<file path="config.mk">
export PLATFORM = sky130hd
export DESIGN_NAME = tcw_ctrl
export DESIGN_NICKNAME = d
export VERILOG_FILES = /design/src/design/tcw_pkg.sv /design/src/design/tcw_ctrl.sv
export SDC_FILE = /design/constraint.sdc
export NUM_CORES = 1
export LEC_CHECK = 0
export ABC_AREA = 1
export ABC_CLOCK_PERIOD_IN_PS = 1700
export BUFFER_PORTS_ARGS = -buffer_cell sky130_fd_sc_hd__buf_2
export CAP_MARGIN = 20
export CORE_AREA = 2 2 39 41
export DETAILED_ROUTE_END_ITERATION = 10
export DIE_AREA = 0 0 41 43
export GPL_ROUTABILITY_DRIVEN = 0
export HOLD_SLACK_MARGIN = 0.12
export PLACE_DENSITY_LB_ADDON = 0.2
export SYNTH_ARGS = -nofsm -noshare
export SYNTH_HDL_FRONTEND = slang
export SYNTH_SLANG_ARGS = --single-unit
export TNS_END_PERCENT = 10
</file>
<file path="constraint.sdc">
create_clock -name clock -period 1.7 [get_ports clock]
set_clock_uncertainty 0.05 [all_clocks]
set_input_delay 0.17 -clock clock [delete_from_list [all_inputs] [get_ports clock]]
set_output_delay 0.17 -clock clock [all_outputs]
set_load 0.05 [all_outputs]
</file>
<file path="src/design/tcw_pkg.sv">
// ----------------------------------------------------------------------------
// Text console writer package
// Shared types and constants for the text console writer: transaction
// payloads, operation codes and the command and status groups that join the
// controller to the datapath.
// ----------------------------------------------------------------------------
package tcw_pkg;

   // Fixed field widths of the transaction payloads.
   localparam int MODE_W = 2;
   localparam int BYTE_W = 8;
   localparam int ROW_FIELD_W = 5;
   localparam int COL_FIELD_W = 7;
   localparam int CELL_W = 2 * BYTE_W;

   // Attribute register value after reset.
   localparam logic [BYTE_W-1:0] ATTR_RESET = 8'd7;

   // Operation codes.
   typedef logic [MODE_W-1:0] mode_type;
   localparam mode_type MODE_PUT = 2'd0;
   localparam mode_type MODE_NEWLINE = 2'd1;
   localparam mode_type MODE_CLEAR = 2'd2;
   localparam mode_type MODE_READ = 2'd3;

   // Request transaction payload.
   typedef struct packed {
      mode_type mode;
      logic [BYTE_W-1:0] char_code;
      logic [ROW_FIELD_W-1:0] read_row;
      logic [COL_FIELD_W-1:0] read_col;
   } tcw_req_type;

   // Response transaction payload.
   typedef struct packed {
      logic [BYTE_W-1:0] cell_char;
      logic [BYTE_W-1:0] cell_attr;
      logic [ROW_FIELD_W-1:0] cursor_row;
      logic [COL_FIELD_W-1:0] cursor_col;
   } tcw_rsp_type;

   // Commands from the controller to the datapath.
   typedef struct packed {
      logic load_req;
      logic put_write;
      logic col_adv;
      logic row_down;
      logic scroll_begin;
      logic clear_begin;
      logic sweep_step;
      logic rsp_load;
   } tcw_cmd_type;

   // Status from the datapath to the controller.
   typedef struct packed {
      mode_type mode;
      logic col_last;
      logic row_last;
      logic sweep_col_last;
      logic sweep_row_last;
   } tcw_stat_type;

endpackage

</file>
<file path="src/design/tcw_ctrl.sv">
// ----------------------------------------------------------------------------
// Text console controller
// State machine that sequences each transaction: request capture, decode,
// screen and row sweeps, and the one-cycle response strobe.
// ----------------------------------------------------------------------------
module tcw_ctrl
   import tcw_pkg::*;
(
   input  logic clock,
   input  logic reset,
   input  logic start,
   input  tcw_stat_type stat,
   output tcw_cmd_type cmd,
   output logic busy,
   output logic rsp_valid
);

   typedef enum logic [5:0] {
      ST_INIT   = 6'b000001,
      ST_IDLE   = 6'b000010,
      ST_DECODE = 6'b000100,
      ST_CLEAR  = 6'b001000,
      ST_SCROLL = 6'b010000,
      ST_FINISH = 6'b100000
   } tcw_state_type;

   tcw_state_type state_ff, state_in;
   logic rsp_valid_ff, rsp_valid_in;

   // Next state and datapath commands.
   always_comb begin
      state_in = state_ff;
      cmd = '0;
      rsp_valid_in = 1'b0;
      case (state_ff)
         ST_INIT: begin
            // Clearing pass over the whole screen after reset.
            cmd.sweep_step = 1'b1;
            if (stat.sweep_col_last && stat.sweep_row_last) begin
               state_in = ST_IDLE;
            end
         end
         ST_IDLE: begin
            if (start) begin
               cmd.load_req = 1'b1;
               state_in = ST_DECODE;
            end
         end
         ST_DECODE: begin
            case (stat.mode)
               MODE_PUT, MODE_NEWLINE: begin
                  cmd.put_write = (stat.mode == MODE_PUT);
                  if (stat.mode == MODE_PUT && !stat.col_last) begin
                     cmd.col_adv = 1'b1;
                     state_in = ST_FINISH;
                  end else if (!stat.row_last) begin
                     cmd.row_down = 1'b1;
                     state_in = ST_FINISH;
                  end else begin
                     cmd.scroll_begin = 1'b1;
                     state_in = ST_SCROLL;
                  end
               end
               MODE_CLEAR: begin
                  cmd.clear_begin = 1'b1;
                  state_in = ST_CLEAR;
               end
               default: begin
                  // Read: the memory read is issued this cycle.
                  state_in = ST_FINISH;
               end
            endcase
         end
         ST_CLEAR: begin
            cmd.sweep_step = 1'b1;
            if (stat.sweep_col_last && stat.sweep_row_last) begin
               state_in = ST_FINISH;
            end
         end
         ST_SCROLL: begin
            cmd.sweep_step = 1'b1;
            if (stat.sweep_col_last) begin
               state_in = ST_FINISH;
            end
         end
         ST_FINISH: begin
            cmd.rsp_load = 1'b1;
            rsp_valid_in = 1'b1;
            state_in = ST_IDLE;
         end
         default: begin
            state_in = ST_INIT;
         end
      endcase
   end

   always_ff @(posedge clock) begin
      if (reset) begin
         state_ff <= ST_INIT;
         rsp_valid_ff <= 1'b0;
      end else begin
         state_ff <= state_in;
         rsp_valid_ff <= rsp_valid_in;
      end
   end

   assign busy = (state_ff != ST_IDLE);
   assign rsp_valid = rsp_valid_ff;

endmodule

</file>
## Word-level counts from Yosys, hierarchy flattened

Cells that the tools add are included.

| storage, ports and cells | value |
|---|---|
| register bits after elaboration | 7 |
| logic and storage cells | 41 |
| output and inout port bits | 10 |
| bits of input ports | 9 |

| cells by class | value |
|---|---|
| equal/unequal tests | 13 |
| multiplexer cells | 19 |
| reductions and logical operators | 7 |

Operators with widths:

| operator | count |
|---|---|
| $mux 6 | 6 |
| $pmux 6 s6 | 1 |
| $pmux 6 s2 | 1 |
| $mux 1 | 8 |
| $ne 2x2->1 const B | 4 |
| $eq 6x1->1 const B | 1 |
| $eq 6x2->1 const B | 1 |
| $eq 6x3->1 const B | 1 |
| $eq 6x4->1 const B | 1 |
| $eq 6x5->1 const B | 1 |
| $eq 6x6->1 const B | 1 |
| $ne 6x2->1 const B | 1 |
| $mux 5 | 1 |
| $mux 4 | 1 |
| $reduce_and 4->1 | 1 |
| $reduce_or 3->1 | 1 |
| $eq 2x1->1 const B | 1 |
| $eq 2x2->1 const B | 1 |
| $logic_and 1x1->1 | 2 |
| $logic_not 2->1 | 1 |
| $mux 2 | 1 |
| $reduce_or 2->1 | 1 |
| $logic_not 1->1 | 1 |

## Longest topological paths before layout

| logic depth | value |
|---|---|
| depth in word-level cells | 5 |
| depth in mapped cells | 9 |
| mapped depth without buffers | 9 |

## Worst setup path before layout

No wires, ideal clock.

| timing path | value |
|---|---|
| path type | reg-to-output |
| start point | register state_ff[4] |
| end point | output cmd[4] (netlist name) |
| stages on the path, launching flop included | 4 |
| slack | -0.622 ns |
| buffers on the path | 0 |
| data required time | 1.480 ns |
| data arrival time | 2.102 ns |
| cells stage by stage | dfxtp_1 nor2_4 nand4_4 nor4_1 |

RTL lines:

| element | RTL line | text |
|---|---|---|
| from (decl) | tcw_ctrl.sv:27 | `tcw_state_type state_ff, state_in;` |
| from (signal assigned) | tcw_ctrl.sv:102 | `state_ff <= state_in;` |
| to (decl) | tcw_ctrl.sv:13 | `output tcw_cmd_type cmd,` |

==> out/metrics.csv <==
stage;metric;value;unit
worst_hold_path;hold_class;input pin to register;
critical_path;cp-start-kind;register;
sta;max_freq;597;MHz
worst_hold_path;hp-start;start;
power_and_ir_drop;switchingPower;462;uW
job;cap_violations;0;
critical_path;critical_path_class;register to primary output;
clock_network;cts_root_buf;clkbuf_4;
power_and_ir_drop;seqPwrFrac;27.0;%
clock_network;cts_tree;built;
sta;tightest_slew;0.252;ns
logic_synthesis;ys_seq_elements;7;
routing;vias;576;
critical_path;rr_endpoint;state_ff[3];
power_and_ir_drop;p_leak;0.000386;uW
finish;fin_nets;114;
critical_path;slowest_delay;0.34;ns
logic_synthesis;synth_xor_area_share;0;%
logic_synthesis;yosysWarnings;0;
logic_synthesis;synth_cell_types;17;
grt;grt_pass1_vias;500;
place;place_inst;115;
routing;routed_wl;1.24;mm
critical_path;reg2reg_depth;6;
logic_synthesis;synth_top_area_share;28.0;%
sta;grt_setup_unrepaired;yes;
critical_path;cp.required;1.48;ns
critical_path;endpoint;cmd[3];
clock_network;cts.clk_slew.worst_paths;0.05;ns
critical_path;path_depth;5;
finish;area_growth;36.7;%
status;status;completed;
critical_path;worst_setup_path_end_kind;primary output;
floorplanning;die-width;41;um
logic_synthesis;syn_area;500;um^2
logic_synthesis;ys_top_cells_by_area;dfxtp_1, inv_1, nand2_1;
sta;slew_violations;0;
finish;nFillCells;141;
power_and_ir_drop;power_density;1350;nW/um^2
sta;hold_viol;0;
routing;drt_iter0_markers;15;
power_and_ir_drop;p_sw_share;50.1;%
logic_synthesis;synth_top_family_by_area;simple AND/OR/NAND/NOR gates;
power_and_ir_drop;ir_worst_vdd;0.00124;V
power_and_ir_drop;combPwrFrac;56.8;%
logic_synthesis;synth_top_area_cell;dfxtp_1;
finish;multi_input_area;310;um^2
critical_path;slowest_stage;dfxtp_1;
floorplanning;die_y;43;um
logic_synthesis;synthArstFlopShare;0;%
finish;ff_latch_area;141;um^2
grt;grt_usage;16.3;%
critical_path;path_cells;nor2_4 -> nand4_4 -> or2_1 -> inv_1 -> buf_6;
sta;final-setup-viol-count;0;
floorplanning;start_util;36.2;%
logic_synthesis;synth.net_count;91;
grt;gr-total-overflow;0;
critical_path;crit_start;state_ff[5];
finish;drive_above_1_share;31.7;%
finish;antenna-diode-count;0;
place;io_buffers;18;
logic_synthesis;synth_cells;82;
critical_path;path_max_fanout;7;
logic_synthesis;synth_compound_area_share;5.00;%
floorplanning;core_area;1380;um^2
floorplanning;design.die.area;1760;um^2
critical_path;r2r_setup_slack;0.42;ns
routing;route.detailed.drc;0;
logic_synthesis;synth-adder-area-share;0;%
grt;grt_max_degree;8;
sta;final.min_clock_period;1.68;ns
routing;vias_per_cell;4.80;
routing;drt-pass1-iter-count;4;
clock_network;cts_buffer_depth;2;
floorplanning;placementRows;14;
clock_network;clkLatencyLatePin;0.25;ns
clock_network;cts_buffers;3;
sta;slew_headroom;83.2;%
critical_path;cp.buffers_inverters;2;
sta;finalCritPeriodShare;98.6;%
routing;avgRoutedWirePerCell;10.3;um
grt;antenna_found_initial;0;
finish;fin_cells;120;
logic_synthesis;avgSynthCellArea;6.10;um^2
critical_path;arrival;1.46;ns
routing;final_antenna_net_count;0;
critical_path;rr_startpoint;state_ff[5];
clock_network;cts_sinks;7;
grt;grt_first_pass_wirelength;1.97;mm
place;dp_hpwl;970;um
logic_synthesis;yosys.area_share.simple;52.0;%
logic_synthesis;synth_edf_count;0;
logic_synthesis;synthMuxAreaShare;0;%
logic_synthesis;dominantRegCellSynth;dfxtp_1;
clock_network;htreeDepth;1;
power_and_ir_drop;p_int;460;uW
power_and_ir_drop;p_clk_share;16.2;%
logic_synthesis;seq_area_frac_synth;28.0;%
floorplanning;ios;19;
sta;whs;0.178;ns
critical_path;crit_family;simple AND/OR/NAND/NOR gates;
==> through the flow <==
stage | utilization, % | power (uW) | setup slack [ns] | instance area, um^2 | TNS (ns)
floorplan | - | 649 | -0.186 | 520 | -0.282
global placement | 45.0 | 747 | 0.247 | 623 | 0
detailed placement | 45.0 | 749 | 0.222 | 623 | 0
CTS | 47.8 | 899 | 0.00175 | 662 | 0
global route | 49.5 | 993 | -0.0548 | 684 | -0.0548
finish | 49.5 | 922 | 0.0244 | 684 | 0
==> kinds of logic (layout without fill, tap and decap cells) <==
group | count (synthesis) | count (layout)
AND/OR/NAND/NOR | 52 | 52
buffers and inverters | 19 | 41
flip-flops | 7 | 7
AO/OA/AOI/OAI | 4 | 4
==> synthesized netlist by cell type, types with 2 or more instances <==
cell type / count
nand4_1: 3
o211ai_1: 2
nand2_1: 16
nor4_1: 2
nor2_4: 2
inv_1: 17
dfxtp_1: 7
nand3_1: 7
nor2_2: 2
nor3_1: 3
nor2_1: 15
==> power groups by stage <==
| stage | combinational, uW | sequential, uW | clock, uW |
|---|---|---|---|
| final | 523 | 249 | 150 |
| after global routing | 570 | 256 | 167 |
| after global placement | 498 | 249 | 0 |
| after CTS | 503 | 247 | 148 |
| after floorplan | 405 | 244 | 0 |
| after detailed placement | 499 | 250 | 0 |
==> cell type report <==
type / instances / area share, %
sequential: 7 / 20.7
inverter: 18 / 9.87
tap: 16 / 2.93
clock buffer: 4 / 3.84
timing repair buffer: 19 / 17.4
multi-input combinational: 56 / 45.3
==> registers in the layout (all words and copies together) (netlist names) <==
| name | count |
|---|---|
| state_ff | 6 |
| rsp_valid | 1 |
==> per-layer routing <==
| metal | vias up | track usage (%) | share of wire (%) |
|---|---|---|---|
| li1 | 301 | - | - |
| met3 | 4 | 4.71 | 6.2 |
| met1 | 247 | 20.7 | 44 |
| met5 | - | 0 | 0 |
| met4 | 0 | 8.00 | 1.1 |
| met2 | 24 | 24.1 | 49 |
==> tightest hold or removal path, cell delays in order <==
cell,delay [ns]
buf_2,0.09
inv_1,0.10
nor3_1,0.07
==> repair_timing <==
action | in CTS | in global routing
hold buffers | 1 | 0
hold endpoints to repair | 4 | 0
setup endpoints to repair | 1 | 7
setup buffers | 0 | 0
pin swaps | 0 | 2
resized for setup | 1 | 10
gates cloned | 0 | 0
==> cell usage in the layout (no fill, tap or decap), drive strengths merged <==
cell         Yosys  routed
clkbuf           0       7
nand2           16      16
o211ai           2       2
dfxtp            7       7
o21ai            1       1
a21oi            1       1
nor2            19      19
nand3            7       7
nor4             2       2
dlygate4sd3      0       1
or2              1       1
buf              1      15
nand4            4       4
inv             18      18
nor3             3       3
==> worst min path at each step <==
| stage | endpoint | slack, ns | depth (start not counted) |
|---|---|---|---|
| global route | state_ff[2] | 0.18 | 3 |
| CTS | state_ff[2] | 0.18 | 3 |
| floorplan | state_ff[4] | 0.19 | 1 |
| finish | state_ff[2] | 0.18 | 3 |
| detailed placement | state_ff[5] | 0.34 | 2 |
| global placement | rsp_valid | 0.35 | 2 |
Note: power is estimated with default switching activity, not from simulation.
